File: config.mk
export PLATFORM = sky130hd
export DESIGN_NAME = retransmit_timeout_estimator_unit
export DESIGN_NICKNAME = d
export VERILOG_FILES = /design/src/rtl/rteu_pkg.sv /design/src/rtl/rteu_ram.sv /design/src/rtl/retransmit_timeout_estimator_unit.sv
export SDC_FILE = /design/constraint.sdc
export NUM_CORES = 1
export LEC_CHECK = 0
export ABC_AREA = 1
export ABC_CLOCK_PERIOD_IN_PS = 7900
export BUFFER_PORTS_ARGS = -buffer_cell sky130_fd_sc_hd__buf_4
export CORE_UTILIZATION = 50
export DETAILED_ROUTE_END_ITERATION = 7
export GPL_TIMING_DRIVEN = 0
export PLACE_DENSITY = 0.76
export SLEW_MARGIN = 15
export SYNTH_ARGS = -nofsm -noshare
export SYNTH_HDL_FRONTEND = slang
export SYNTH_HIERARCHICAL = 1
export SYNTH_SLANG_ARGS = --single-unit
File: constraint.sdc
create_clock -name clock -period 7.9 [get_ports clock]
set_input_delay 1.975 -clock clock [delete_from_list [all_inputs] [get_ports clock]]
set_output_delay 1.975 -clock clock [all_outputs]
set_load 0.1 [all_outputs]
File: src/rtl/rteu_pkg.sv
// ----------------------------------------------------------------------------
// rteu_pkg
// Widths, register indexes and reset values of the retransmit timeout
// estimator.
// ----------------------------------------------------------------------------
package rteu_pkg;

   localparam int MS_W      = 16;   // millisecond quantities
   localparam int ID_W      = 16;   // command id
   localparam int SENT_W    = 8;    // transmit count
   localparam int SHIFT_W   = 4;    // backoff shift count
   localparam int RTT_W     = 19;   // srtt / rttvar, 3 fraction bits

   localparam int REQ_DATA_W = 40;  // sample, id, times_sent
   localparam int RSP_DATA_W = 48;  // timeout, delay, average

   localparam int CSR_INDEX_W = 2;
   localparam int CSR_DATA_W  = 16;

   localparam int HISTORY_DEPTH_DEFAULT = 16;

   typedef logic [MS_W-1:0]  ms_type;
   typedef logic [RTT_W-1:0] rtt_type;

   // register indexes
   localparam logic [CSR_INDEX_W-1:0] CSR_MIN_RETRY  = 2'd0;
   localparam logic [CSR_INDEX_W-1:0] CSR_MAX_RETRY  = 2'd1;
   localparam logic [CSR_INDEX_W-1:0] CSR_MAX_SHIFTS = 2'd2;

   // command codes (the other code is a delay query)
   localparam logic CMD_ACK = 1'b0;

   // reset values
   localparam ms_type               MIN_RETRY_RESET  = 16'd150;
   localparam ms_type               MAX_RETRY_RESET  = 16'd2000;
   localparam logic [SHIFT_W-1:0]   MAX_SHIFTS_RESET = 4'd2;

endpackage

File: src/rtl/rteu_ram.sv
// ----------------------------------------------------------------------------
// rteu_ram
// Simple dual-port RAM: one write port, one read port with registered data.
// ----------------------------------------------------------------------------
module rteu_ram #(
   parameter int WIDTH = rteu_pkg::MS_W,
   parameter int DEPTH = rteu_pkg::HISTORY_DEPTH_DEFAULT
) (
   input  logic                     clock,
   input  logic                     wr_en,
   input  logic [$clog2(DEPTH)-1:0] wr_addr,
   input  logic [WIDTH-1:0]         wr_data,
   input  logic                     rd_en,
   input  logic [$clog2(DEPTH)-1:0] rd_addr,
   output logic [WIDTH-1:0]         rd_data
);

   logic [WIDTH-1:0] mem_ff [DEPTH];
   logic [WIDTH-1:0] rd_data_ff;

   always_ff @(posedge clock) begin
      if (wr_en) begin
         mem_ff[wr_addr] <= wr_data;
      end
      if (rd_en) begin
         rd_data_ff <= mem_ff[rd_addr];   // read-before-write
      end
   end

   assign rd_data = rd_data_ff;

endmodule

File: src/rtl/retransmit_timeout_estimator_unit.sv
// ----------------------------------------------------------------------------
// retransmit_timeout_estimator_unit
// Smoothed RTT / variance estimator with Karn's rule, clamped retransmit
// timeout, bounded exponential backoff and a latency history mean.
// ----------------------------------------------------------------------------
//
//   channel  dir  handshake             payload
//   req_     in   req_tvalid/tready     tdata: sample, id, times_sent; tuser: command
//   rsp_     out  rsp_tvalid/tready     tdata: timeout, delay, average latency
//   csr_     in   csr_wr_en (no wait)   csr_index, csr_wdata
//
// One item per cycle sustained while results are taken. Five register stages from
// the accepting edge to rsp_tvalid: input register, history RAM read, state update,
// timeout clamp and mean multiply, result register.
// Synchronous reset; history entries carry valid bits, so no clearing pass.
// A stalled result freezes the pipe; the input register still takes one more
// transfer while the result waits.
// ----------------------------------------------------------------------------
module retransmit_timeout_estimator_unit #(
   parameter int HISTORY_DEPTH = rteu_pkg::HISTORY_DEPTH_DEFAULT
) (
   input  logic                                 clock,
   input  logic                                 reset,

   input  logic                                 req_tvalid,
   output logic                                 req_tready,
   // [15:0] sample_ms, [31:16] command_id, [39:32] times_sent
   input  logic [rteu_pkg::REQ_DATA_W-1:0]      req_tdata,
   // [0] command (0 = ack, 1 = query)
   input  logic                                 req_tuser,

   output logic                                 rsp_tvalid,
   input  logic                                 rsp_tready,
   // [15:0] retry_timeout_ms, [31:16] retry_delay_ms, [47:32] average_latency_ms
   output logic [rteu_pkg::RSP_DATA_W-1:0]      rsp_tdata,

   input  logic                                 csr_wr_en,
   input  logic [rteu_pkg::CSR_INDEX_W-1:0]     csr_index,
   input  logic [rteu_pkg::CSR_DATA_W-1:0]      csr_wdata
);

   localparam int MS_W    = rteu_pkg::MS_W;
   localparam int ID_W    = rteu_pkg::ID_W;
   localparam int SENT_W  = rteu_pkg::SENT_W;
   localparam int SHIFT_W = rteu_pkg::SHIFT_W;
   localparam int RTT_W   = rteu_pkg::RTT_W;

   localparam int SLOT_W = $clog2(HISTORY_DEPTH);
   localparam int SUM_W  = MS_W + SLOT_W;

   // Division by the history depth as a multiply by a rounded-up reciprocal;
   // exact for every numerator of the given width.
   localparam int ID_SH      = ID_W + SLOT_W;
   localparam int ID_PROD_W  = 2 * ID_W + 1;
   localparam int AVG_SH     = SUM_W + SLOT_W;
   localparam int AVG_PROD_W = 2 * SUM_W + 1;
   localparam logic [63:0] DEPTH64   = 64'(HISTORY_DEPTH);
   localparam logic [63:0] ID_MUL64  = ((64'd1 << ID_SH) + DEPTH64 - 64'd1) / DEPTH64;
   localparam logic [63:0] AVG_MUL64 = ((64'd1 << AVG_SH) + DEPTH64 - 64'd1) / DEPTH64;
   localparam logic [ID_W:0]   ID_MUL   = ID_MUL64[ID_W:0];
   localparam logic [SUM_W:0]  AVG_MUL  = AVG_MUL64[SUM_W:0];
   localparam logic [ID_W-1:0] DEPTH_ID = DEPTH64[ID_W-1:0];

   localparam int DLY_W = MS_W + (1 << SHIFT_W) - 1;   // widest backed-off delay

   // ---------------------------------------------------------------- config
   rteu_pkg::ms_type     min_retry_ff;
   rteu_pkg::ms_type     max_retry_ff;
   logic [SHIFT_W-1:0]   max_shifts_ff;

   always_ff @(posedge clock) begin
      if (reset) begin
         min_retry_ff  <= rteu_pkg::MIN_RETRY_RESET;
         max_retry_ff  <= rteu_pkg::MAX_RETRY_RESET;
         max_shifts_ff <= rteu_pkg::MAX_SHIFTS_RESET;
      end else if (csr_wr_en) begin
         case (csr_index)
            rteu_pkg::CSR_MIN_RETRY:  min_retry_ff  <= csr_wdata[MS_W-1:0];
            rteu_pkg::CSR_MAX_RETRY:  max_retry_ff  <= csr_wdata[MS_W-1:0];
            rteu_pkg::CSR_MAX_SHIFTS: max_shifts_ff <= csr_wdata[SHIFT_W-1:0];
            default: ;
         endcase
      end
   end

   // -------------------------------------------------------------- pipe flow
   // Pipe moves together when the result register is free or drained; only the input stage can fill in a stall.
   logic advance;
   logic req_xfer;
   logic s1_valid_ff, s2_valid_ff, s3_valid_ff, s4_valid_ff, rsp_valid_ff;
   logic s1_valid_in;

   assign advance    = !rsp_valid_ff || rsp_tready;
   assign req_tready = advance || !s1_valid_ff;   // empty input stage fills during a stall
   assign req_xfer   = req_tvalid && req_tready;
   assign s1_valid_in = req_xfer || (s1_valid_ff && !advance);

   always_ff @(posedge clock) begin
      if (reset) begin
         s1_valid_ff  <= 1'b0;
         s2_valid_ff  <= 1'b0;
         s3_valid_ff  <= 1'b0;
         s4_valid_ff  <= 1'b0;
         rsp_valid_ff <= 1'b0;
      end else begin
         s1_valid_ff <= s1_valid_in;
         if (advance) begin
            s2_valid_ff  <= s1_valid_ff;
            s3_valid_ff  <= s2_valid_ff;
            s4_valid_ff  <= s3_valid_ff;
            rsp_valid_ff <= s4_valid_ff;
         end
      end
   end

   // ------------------------------------------------------- stage 1: input
   logic                   s1_cmd_ff;
   rteu_pkg::ms_type       s1_sample_ff;
   logic [ID_W-1:0]        s1_id_ff;
   logic [SENT_W-1:0]      s1_sent_ff;
   logic [ID_PROD_W-1:0]   s1_id_prod_ff;
   logic [ID_PROD_W-1:0]   s1_id_prod_in;

   assign s1_id_prod_in = ID_PROD_W'(req_tdata[2*MS_W-1:MS_W]) * ID_PROD_W'(ID_MUL);

   always_ff @(posedge clock) begin
      if (req_xfer) begin
         s1_cmd_ff     <= req_tuser;
         s1_sample_ff  <= req_tdata[MS_W-1:0];
         s1_id_ff      <= req_tdata[2*MS_W-1:MS_W];
         s1_sent_ff    <= req_tdata[2*MS_W+SENT_W-1:2*MS_W];
         s1_id_prod_ff <= s1_id_prod_in;
      end
   end

   // slot = id mod depth
   logic [ID_PROD_W-1:0] id_quot_full;
   logic [ID_W-1:0]      id_quot;
   logic [ID_W-1:0]      id_quot_x_d;
   logic [ID_W-1:0]      id_rem;
   logic [SLOT_W-1:0]    s1_slot;

   assign id_quot_full = s1_id_prod_ff >> ID_SH;
   assign id_quot      = id_quot_full[ID_W-1:0];
   assign id_quot_x_d  = id_quot * DEPTH_ID;
   assign id_rem       = s1_id_ff - id_quot_x_d;
   assign s1_slot      = id_rem[SLOT_W-1:0];

   // backoff shifts = min(times_sent - 1, max), times_sent zero counts as one
   logic [SENT_W-1:0]  sent_m1;
   logic [SHIFT_W-1:0] s1_shifts;
   logic               s1_ack;
   logic               s1_timed;

   assign sent_m1   = (s1_sent_ff == '0) ? '0 : s1_sent_ff - SENT_W'(1);
   assign s1_shifts = (sent_m1 > SENT_W'(max_shifts_ff)) ? max_shifts_ff
                                                          : sent_m1[SHIFT_W-1:0];
   assign s1_ack    = (s1_cmd_ff == rteu_pkg::CMD_ACK);
   assign s1_timed  = s1_ack && (s1_sent_ff <= SENT_W'(1));   // Karn's rule

   // --------------------------------------------- stage 2: history and RTT
   logic                   s2_ack_ff, s2_timed_ff;
   rteu_pkg::ms_type       s2_sample_ff;
   logic [SLOT_W-1:0]      s2_slot_ff;
   logic [SHIFT_W-1:0]     s2_shifts_ff;
   logic                   s2_hit_ff;       // older item wrote this slot on the read edge
   rteu_pkg::ms_type       s2_fwd_ff;
   logic                   s2_old_vld_ff;

   logic                   hist_wr_en;
   logic                   hist_rd_en;
   rteu_pkg::ms_type       hist_rd_data;
   logic [HISTORY_DEPTH-1:0] hist_vld_ff;

   assign hist_wr_en = advance && s2_valid_ff && s2_ack_ff;
   assign hist_rd_en = advance && s1_valid_ff;

   rteu_ram #(
      .WIDTH (MS_W),
      .DEPTH (HISTORY_DEPTH)
   ) u_hist_ram (
      .clock   (clock),
      .wr_en   (hist_wr_en),
      .wr_addr (s2_slot_ff),
      .wr_data (s2_sample_ff),
      .rd_en   (hist_rd_en),
      .rd_addr (s1_slot),
      .rd_data (hist_rd_data)
   );

   always_ff @(posedge clock) begin
      if (advance) begin
         s2_ack_ff     <= s1_ack;
         s2_timed_ff   <= s1_timed;
         s2_sample_ff  <= s1_sample_ff;
         s2_slot_ff    <= s1_slot;
         s2_shifts_ff  <= s1_shifts;
         s2_hit_ff     <= hist_wr_en && (s2_slot_ff == s1_slot);
         s2_fwd_ff     <= s2_sample_ff;
         s2_old_vld_ff <= hist_vld_ff[s1_slot];
      end
   end

   // entry being replaced; an entry never written reads as zero
   rteu_pkg::ms_type hist_old;
   logic [SUM_W-1:0] sum_ff;
   logic [SUM_W-1:0] sum_in;

   assign hist_old = s2_hit_ff     ? s2_fwd_ff    :
                     s2_old_vld_ff ? hist_rd_data : '0;
   assign sum_in   = sum_ff - SUM_W'(hist_old) + SUM_W'(s2_sample_ff);

   always_ff @(posedge clock) begin
      if (reset) begin
         hist_vld_ff <= '0;
         sum_ff      <= '0;
      end else if (hist_wr_en) begin
         hist_vld_ff[s2_slot_ff] <= 1'b1;
         sum_ff                  <= sum_in;
      end
   end

   // Jacobson/Karels update, 3 fraction bits, truncating
   rteu_pkg::rtt_type srtt_ff, rttvar_ff;
   rteu_pkg::rtt_type srtt_in, rttvar_in;
   logic              have_sample_ff;
   rteu_pkg::rtt_type sample_x8;
   rteu_pkg::rtt_type rtt_dev;
   logic [RTT_W+2:0]  var_acc;    // 3*rttvar + dev
   logic [RTT_W+3:0]  srtt_acc;   // 7*srtt + sample*8
   logic              rtt_update;

   assign sample_x8 = {s2_sample_ff, 3'b000};
   assign rtt_dev   = (srtt_ff >= sample_x8) ? srtt_ff - sample_x8 : sample_x8 - srtt_ff;
   assign var_acc   = (RTT_W+3)'(rttvar_ff) + (RTT_W+3)'({rttvar_ff, 1'b0})
                    + (RTT_W+3)'(rtt_dev);
   assign srtt_acc  = (RTT_W+4)'({srtt_ff, 3'b000}) - (RTT_W+4)'(srtt_ff)
                    + (RTT_W+4)'(sample_x8);

   always_comb begin
      if (!have_sample_ff) begin
         // first sample seeds srtt = s, rttvar = s/2
         srtt_in   = sample_x8;
         rttvar_in = RTT_W'({s2_sample_ff, 2'b00});
      end else begin
         srtt_in   = srtt_acc[RTT_W+2:3];
         rttvar_in = var_acc[RTT_W+1:2];
      end
   end

   assign rtt_update = advance && s2_valid_ff && s2_timed_ff;

   always_ff @(posedge clock) begin
      if (reset) begin
         srtt_ff        <= '0;
         rttvar_ff      <= '0;
         have_sample_ff <= 1'b0;
      end else if (rtt_update) begin
         srtt_ff        <= srtt_in;
         rttvar_ff      <= rttvar_in;
         have_sample_ff <= 1'b1;
      end
   end

   // ------------------------------------- stage 3: timeout clamp, mean mult
   logic                  s3_timed_ff;
   logic [SHIFT_W-1:0]    s3_shifts_ff;

   always_ff @(posedge clock) begin
      if (advance) begin
         s3_timed_ff  <= s2_timed_ff;
         s3_shifts_ff <= s2_shifts_ff;
      end
   end

   logic [RTT_W+2:0]  tmo_acc;     // srtt + 4*rttvar
   logic [RTT_W-1:0]  tmo_ms;
   logic [RTT_W-1:0]  tmo_floor;
   rteu_pkg::ms_type  base_ff;
   rteu_pkg::ms_type  base_in;

   assign tmo_acc   = (RTT_W+3)'(srtt_ff) + (RTT_W+3)'({rttvar_ff, 2'b00});
   assign tmo_ms    = tmo_acc[RTT_W+2:3];
   assign tmo_floor = (tmo_ms < RTT_W'(min_retry_ff)) ? RTT_W'(min_retry_ff) : tmo_ms;
   // ceiling wins over floor
   assign base_in   = (tmo_floor > RTT_W'(max_retry_ff)) ? max_retry_ff
                                                         : tmo_floor[MS_W-1:0];

   always_ff @(posedge clock) begin
      if (reset) begin
         base_ff <= rteu_pkg::MAX_RETRY_RESET;
      end else if (advance && s3_valid_ff && s3_timed_ff) begin
         base_ff <= base_in;
      end
   end

   logic [AVG_PROD_W-1:0] avg_prod_in;
   logic [AVG_PROD_W-1:0] s4_avg_prod_ff;
   logic [SHIFT_W-1:0]    s4_shifts_ff;

   assign avg_prod_in = AVG_PROD_W'(sum_ff) * AVG_PROD_W'(AVG_MUL);

   always_ff @(posedge clock) begin
      if (advance) begin
         s4_avg_prod_ff <= avg_prod_in;
         s4_shifts_ff   <= s3_shifts_ff;
      end
   end

   // ------------------------------------------- stage 4: backoff and result
   logic [DLY_W-1:0]      delay_full;
   rteu_pkg::ms_type      delay_ms;
   logic [AVG_PROD_W-1:0] avg_full;
   rteu_pkg::ms_type      avg_ms;
   logic [rteu_pkg::RSP_DATA_W-1:0] rsp_data_ff;

   assign delay_full = DLY_W'(base_ff) << s4_shifts_ff;
   assign delay_ms   = (delay_full > DLY_W'(max_retry_ff)) ? max_retry_ff
                                                           : delay_full[MS_W-1:0];
   assign avg_full   = s4_avg_prod_ff >> AVG_SH;
   assign avg_ms     = avg_full[MS_W-1:0];

   always_ff @(posedge clock) begin
      if (advance) begin
         rsp_data_ff <= {avg_ms, delay_ms, base_ff};
      end
   end

   assign rsp_tvalid = rsp_valid_ff;
   assign rsp_tdata  = rsp_data_ff;

endmodule

# Word-level counts from Yosys, hierarchy flattened
# Memory sizes are Yosys's and may differ from the RTL's. A register that Yosys moved wholly into a read port is not among the register bits.
# Cells that the tools add are included.
# W data, S select, Z words.
dict set report totals {
  mem_bits_rw 256
  regBits 282
  n_memories 1
  out_inout_bits 50
  latchBits 0
  romBits 0
  elab_cells 96
  in_bits 64
}
dict set report classes {
  n_eq_ne 3
  n_shift 1
  bitwise_logic 2
  magnitude_cmp 9
  n_reduce_logical 22
  addsub 11
  n_mux 16
  div 0
  multipliers 0
}
# memory words width read_ports rd_ports_with_merged_regs write_ports line_no
set mem_list {}
lappend mem_list {u_hist_ram.mem_ff 16 16 1 1 1 rteu_ram.sv:18} ;# logic [WIDTH-1:0] mem_ff [DEPTH];
# operator n
set op_table {}
lappend op_table {{$mux W19} 4}
lappend op_table {{$mux W16} 4}
lappend op_table {{$sub A19 B19 Y19} 2}
lappend op_table {{$gt A31 B16 Y1} 1}
lappend op_table {{$shl A16 B4 Y31} 1}
lappend op_table {{$add A19 B21 Y22} 1}
lappend op_table {{$add A22 B19 Y22} 1}
lappend op_table {{$sub A22 B19 Y22} 1}
lappend op_table {{$add A19 B20 Y21} 1}
lappend op_table {{$add A21 B19 Y21} 1}
lappend op_table {{$add A20 B16 Y20} 1}
lappend op_table {{$sub A20 B16 Y20} 1}
lappend op_table {{$ge A19 B19 Y1} 1}
lappend op_table {{$gt A19 B16 Y1} 1}
lappend op_table {{$lt A19 B16 Y1} 1}
lappend op_table {{$or A16 B16 Y16} 1}
lappend op_table {{$logic_and A1 B1 Y1} 11}
lappend op_table {{$lt A4 B5 Y1 const B} 2}
lappend op_table {{$gt A8 B4 Y1} 1}
lappend op_table {{$le A8 B1 Y1 const B} 1}
lappend op_table {{$logic_not A8 Y1} 1}
lappend op_table {{$mux W8} 1}
lappend op_table {{$sub A8 B1 Y8 const B} 1}
lappend op_table {{$reduce_and A2 Y1} 3}
lappend op_table {{other kinds (13)} 20}

# Depth between registers and ports, before layout
dict set report logic_depth {
  depth_word 6
  ltp_mapped 42
  depth_no_buf 41
}

# Hierarchy
# The synthesis kept the hierarchy.
# module area_each_um2 seq_area_each_um2 instances cells_per_inst
set modules_own_cells {}
lappend modules_own_cells {retransmit_timeout_estimator_unit 19118.3 7026.7 1 2425}
lappend modules_own_cells {rteu_ram 11541.1 8167.8 1 1074}

# Worst setup path before layout
# OpenSTA, ideal clock, no wires.
dict set report synth_timing {
  path_kind {input-to-reg}
  startpoint {input port rsp_tready}
  endpoint {memory u_hist_ram/mem_ff[8][0] (netlist name), enable pin}
  path_buffers 1
  t_required_ps 7587
  arrival_ps 6425
  setup_slack_ps 1162
  path_stages 7
  cell_sequence {nor2_1 -> clkinv_1 -> nand3_1 -> inv_1 -> clkbuf_1 -> nand3b_1 -> nor2_1}
}
dict set report synth_via {
  elab_chain_cells 5
}
# item line_no
set synth_rtl {}
lappend synth_rtl {{start: declaration} retransmit_timeout_estimator_unit.sv:33} ;# input logic rsp_tready,
lappend synth_rtl {{$logic_or A1 B1 Y1} retransmit_timeout_estimator_unit.sv:93} ;# assign advance = !rsp_valid_ff || rsp_tready;
lappend synth_rtl {{$logic_and A1 B1 Y1 (2 in series)} retransmit_timeout_estimator_unit.sv:175} ;# assign hist_wr_en = advance && s2_valid_ff && s2_ack_ff;
lappend synth_rtl {{named net hist_wr_en} retransmit_timeout_estimator_unit.sv:170} ;# logic hist_wr_en;
lappend synth_rtl {{$mux W1} rteu_ram.sv:22} ;# if (wr_en) begin
lappend synth_rtl {{$mux W1 (not written as such)} rteu_ram.sv:23} ;# mem_ff[wr_addr] <= wr_data;
lappend synth_rtl {{end: declaration} rteu_ram.sv:18}
# The timed path passes the listed nets, and every way through them passes these cells.

# Worst setup path in the final report
dict set report layout_timing {
  startpoint {register s2_sample_ff[8]}
  endpoint {register rttvar_ff[12]}
}
dict set report layout_via {
  elab_chain_cells 4
}
# item line_no
set layout_rtl {}
lappend layout_rtl {{start: declaration} retransmit_timeout_estimator_unit.sv:163} ;# rteu_pkg::ms_type s2_sample_ff;
lappend layout_rtl {{start signal: assignment} retransmit_timeout_estimator_unit.sv:195} ;# s2_sample_ff <= s1_sample_ff;
lappend layout_rtl {{$sub A19 B19 Y19 / $ge A19 B19 Y1 (equally long branches)} retransmit_timeout_estimator_unit.sv:234} ;# assign rtt_dev = (srtt_ff >= sample_x8) ? srtt_ff - sample_x8 : sample_x8 - srtt_ff;
lappend layout_rtl {{$mux W19 (*)} retransmit_timeout_estimator_unit.sv:234}
lappend layout_rtl {{$add A21 B19 Y21 (*)} retransmit_timeout_estimator_unit.sv:236} ;# + (RTT_W+3)'(rtt_dev);
lappend layout_rtl {{$mux W19 (*)} retransmit_timeout_estimator_unit.sv:241} ;# if (!have_sample_ff) begin
lappend layout_rtl {{end signal: assignment} retransmit_timeout_estimator_unit.sv:260} ;# rttvar_ff <= rttvar_in;
lappend layout_rtl {{end: declaration} retransmit_timeout_estimator_unit.sv:224} ;# rteu_pkg::rtt_type srtt_ff, rttvar_ff;
# Every way passes the cells marked *; elsewhere a longest branch is shown, timed or not.
# A chain may end at the register's enable or synchronous reset.

==> flow_metrics.py <==
metrics = {
    "outcome": {
        "status": "complete, no violations",
    },
    "placed_design": {
        "numPortBuffers": 101,
        "placedInstanceArea_mm2": 0.03266,
        "gp_weighted_congestion": 1.000,
        "dp_hpwl_mm": 63.74,
        "placement_stage_worst_setup_slack_ns": 1.651,
    },
    "floorplan": {
        "design.core.area_mm2": 0.06047,
        "floorplan.io_pins": 114,
        "die_area_mm2": 0.06231,
        "die_y_extent_um": 249.6,
        "core.rowCount": 90,
        "initial_utilization_pct": 50.70,
        "floorplan.die.width_um": 249.6,
    },
    "synth": {
        "asyncSetResetFlopFracSynth_pct": 0,
        "synthesis.nets": 3773,
        "synthCells": 3499,
        "synth-edff-count": 418,
        "post_syn_area_mm2": 0.03066,
        "yosysSeqAreaShare_pct": 49.56,
        "syn-mean-instance-area_um2": 8.762,
        "yosysWarnings": 6,
        "synth_ff_type": "edfxtp_1",
        "synth_seq_cells": 550,
        "synth.lib_cells_used.distinct": 53,
    },
    "worst_setup_path": {
        "worst-path-buf-inv": 5,
        "critical_path.max_fanout": 20,
        "critPathLaunch": "s2_sample_ff[8]$_DFFE_PN_",
        "cell_class_contributing_the_biggest_share_of_worst_path_delay": "compound AO/OA/AOI/OAI gates",
        "setup.worst_path.start_class": "register",
        "timing.critical_path.arrival_ns": 7.09,
        "worstReg2RegStart": "s2_sample_ff[8]$_DFFE_PN_",
        "cp_cell_sequence": "inv_1 > ha_1 > nand2_1 > nor2_1 > inv_1 > nor2_1 > nand3_1 > nand3_1 > buf_2 > buf_4 > o21ai_0 > xnor2_1 > fa_1 > inv_1 > ha_1 > a21o_1 > a21oi_1 > o21ai_1 > a21boi_0 > o21ai_0 > nand2_1 > nand3_1 > a21oi_1",
        "largest_stage_delay_on_the_critical_path_ns": 1.11,
        "setup.worst_path.end_class": "register",
        "critPathKind": "reg -> reg",
        "cp_slowest_cell": "edfxtp_1",
        "cp_data_required_time_ns": 8.43,
    },
    "cts": {
        "insertion_delay_ns": 0.65,
        "cts.sink_count": 550,
        "cts-root-buf": "clkbuf_16",
        "cts_tree": "built",
        "clock_path_buffers": 3,
        "ctsHoldBuffers": 0,
        "tritoncts.num_buffers": 56,
        "cts.htree.levels": 2,
        "path_clk_slew_ns": 0.06,
        "postCtsSetupBuffers": 0,
        "cts_resized": 0,
    },
    "min_path": {
        "worstHoldPathType": "reg -> reg",
        "hold_start": "s1_sample_ff[3]$_DFFE_PP_",
    },
    "sta": {
        "drv_slew": 0,
        "fin_crit_ns": 6.555,
        "setup_viol_count_final": 0,
        "postLayoutSetupSlackWorst_ns": 1.345,
        "clock_skew_ns": 0.04648,
        "worst_pin_slew_ns": 1.148,
        "max-slew-margin-rel_pct": 23.46,
        "max_freq_mhz": 152.6,
        "hold_ws_ns": 0.4140,
        "hold_viol": 0,
        "grt_setup_unrepaired": "no",
        "post-route-period-util_pct": 82.97,
    },
    "pwr": {
        "vdd_ir_drop_max_v": 0.0002063,
        "powerDensity_mw_per_mm2": 206.6,
        "total_leakage_power_nw": 15.55,
        "post-layout-total-power_mw": 7.129,
    },
    "global_routing": {
        "grt_pass1_wl_mm": 130.8,
        "grt_pass1_vias": 23180,
        "number_of_antenna_violations_at_the_first_check_in_global_routing": 1,
        "globalRouteTotalUtil_pct": 27.45,
        "grt_start_max_net_pins": 78,
        "gr-total-overflow": 0,
    },
    "final_layout": {
        "area_delta_synth_final_pct": 12.57,
        "final_core_utilization_pct": 57.07,
        "most-common-layout-cells": "822 x nand2_1, 565 x inv_1, 418 x edfxtp_1, 325 x nand3_1, 278 x a21oi_1",
        "diode_insertion_count_for_antenna_repair": 0,
        "final_nets": 3946,
        "total_area_of_multi_input_combinational_cells_mm2": 0.01272,
        "mostFrequentLayoutCell": "nand2_1",
        "final_design_area_no_fill_mm2": 0.03451,
        "final-seq-area_mm2": 0.01519,
        "filler_cell_count": 5217,
        "drive_gt1_share_pct": 8.230,
    },
    "detailed_routing": {
        "drcViolationCount": 0,
        "antenna_violating_nets_left": 0,
        "route.vias.total": 25040,
        "wirelength_routed_mm": 86.52,
        "vias_per_cell": 5.565,
        "pre_antenna_drt_iters": 6,
        "drt-wirelength-per-cell_um": 19.23,
        "drt_first_iter_violations": 2843,
    },
    "flow_run": {
        "cap_viol_max_count": 0,
    },
}
kinds of logic (layout without fill, tap and decap cells):
| family | Yosys count | after routing | share of synthesized area [%] |
|---|---|---|---|
| mux | 7 | 7 | 0.2285 |
| compound gates | 590 | 590 | 10.51 |
| buf+inv | 695 | 914 | 9.076 |
| flops | 550 | 550 | 49.56 |
| xor+xnor | 54 | 54 | 1.543 |
| simple gates | 1393 | 1393 | 19.22 |
| fa+ha+maj | 210 | 210 | 9.868 |
final timing paths:
kind | endpoint | slack [ns] | cells after the start
worst max-delay path | rttvar_ff[12]$_SDFFE_PP0P_ | 1.35 | 23
worst min-delay path | s2_sample_ff[3]$_DFFE_PN_ | 0.41 | 0
worst max register to register | rttvar_ff[12]$_SDFFE_PP0P_ | 1.35 | 23
worst min register to register | s2_sample_ff[3]$_DFFE_PN_ | 0.41 | 0
metal layers:
metal	GRT usage [%]	share of wire [%]	vias to the layer above
met5	0	0	-
met4	10.53	4.0	0
met3	7.196	11	224
met2	41.73	43	1259
met1	37.52	42	11570
li1	-	-	11990
state kept, by name, summed over array words and instances (netlist names), 8 cells and up:
signal / count
s4_avg_prod_ff: 16
s1_sample_ff: 16
s2_sample_ff: 16
s1_sent_ff: 8
base_ff: 16
max_retry_ff: 16
s2_fwd_ff: 16
sum_ff: 20
u_hist_ram/mem_ff: 256
rttvar_ff: 19
hist_vld_ff: 16
min_retry_ff: 16
srtt_ff: 19
u_hist_ram/rd_data: 16
rsp_tdata: 48
power by group:
group	internal, mW	switching (mW)
logic	0.347	0.845
clock network	1.50	1.16
registers	3.20	0.0806
total	5.05	2.08
stage by stage:
| stage | setup TNS (ns) | std cells |
|---|---|---|
| 5_1_grt | 0 | 4500 |
| 3_5_place_dp | 0 | 4396 |
| 2_1_floorplan | 0 | 3499 |
| 3_3_place_gp | -690.42 | 4382 |
| 6_report | 0 | 4500 |
| 4_1_cts | 0 | 4500 |
worst reg2reg max path, stage by stage (launching register included):
cell      delay [ns]
edfxtp_1        1.11
inv_1           0.53
ha_1            0.56
nand2_1         0.15
nor2_1          0.31
inv_1           0.10
nor2_1          0.16
nand3_1         0.10
nand3_1         0.14
buf_2           0.25
buf_4           0.23
o21ai_0         0.12
xnor2_1         0.15
fa_1            0.49
inv_1           0.04
ha_1            0.35
a21o_1          0.20
a21oi_1         0.22
o21ai_1         0.21
a21boi_0        0.52
o21ai_0         0.16
nand2_1         0.09
nand3_1         0.09
a21oi_1         0.16
Yosys cell counts, types with 3 or more instances:
cell	n	area, µm²
and2_1	3	18.77
nand4_1	41	256.5
a221oi_1	17	148.9
o21ai_0	198	991.0
buf_2	29	145.1
mux2i_1	7	70.07
o21a_1	4	30.03
nand3_1	325	1627
nor4_1	5	31.28
buf_4	22	165.2
inv_2	6	22.52
nor3_1	25	125.1
o211ai_1	21	157.7
nand3b_1	5	37.54
o21ai_1	17	85.08
xnor2_1	27	236.5
a21o_1	11	82.58
o21bai_1	10	75.07
or2_2	11	68.82
buf_1	3	11.26
o31ai_1	5	37.54
dfxtp_1	132	2643
nor2_1	143	536.8
a21boi_0	3	22.52
inv_1	566	2125
a211oi_1	4	30.03
clkbuf_1	60	225.2
edfxtp_1	418	12550
o21ai_2	3	26.28
ha_1	157	1964
buf_6	7	78.83
a21oi_1	278	1391
nand2_1	822	3085
xor2_1	27	236.5
a31oi_1	10	62.56
fa_1	53	1061
area by class of cell:
cell class                      count  share of cell area (%)
Clock buffer                       69                   4.383
Sequential cell                   550                   44.03
Tap cell                          782                   2.835
Clock inverter                     35                  0.9933
Buffer                            121                   1.813
Inverter                          574                   6.264
Timing Repair Buffer              115                   2.824
Multi-Input combinational cell   2254                   36.86
No activity file was read; power rests on OpenSTA's default activity.
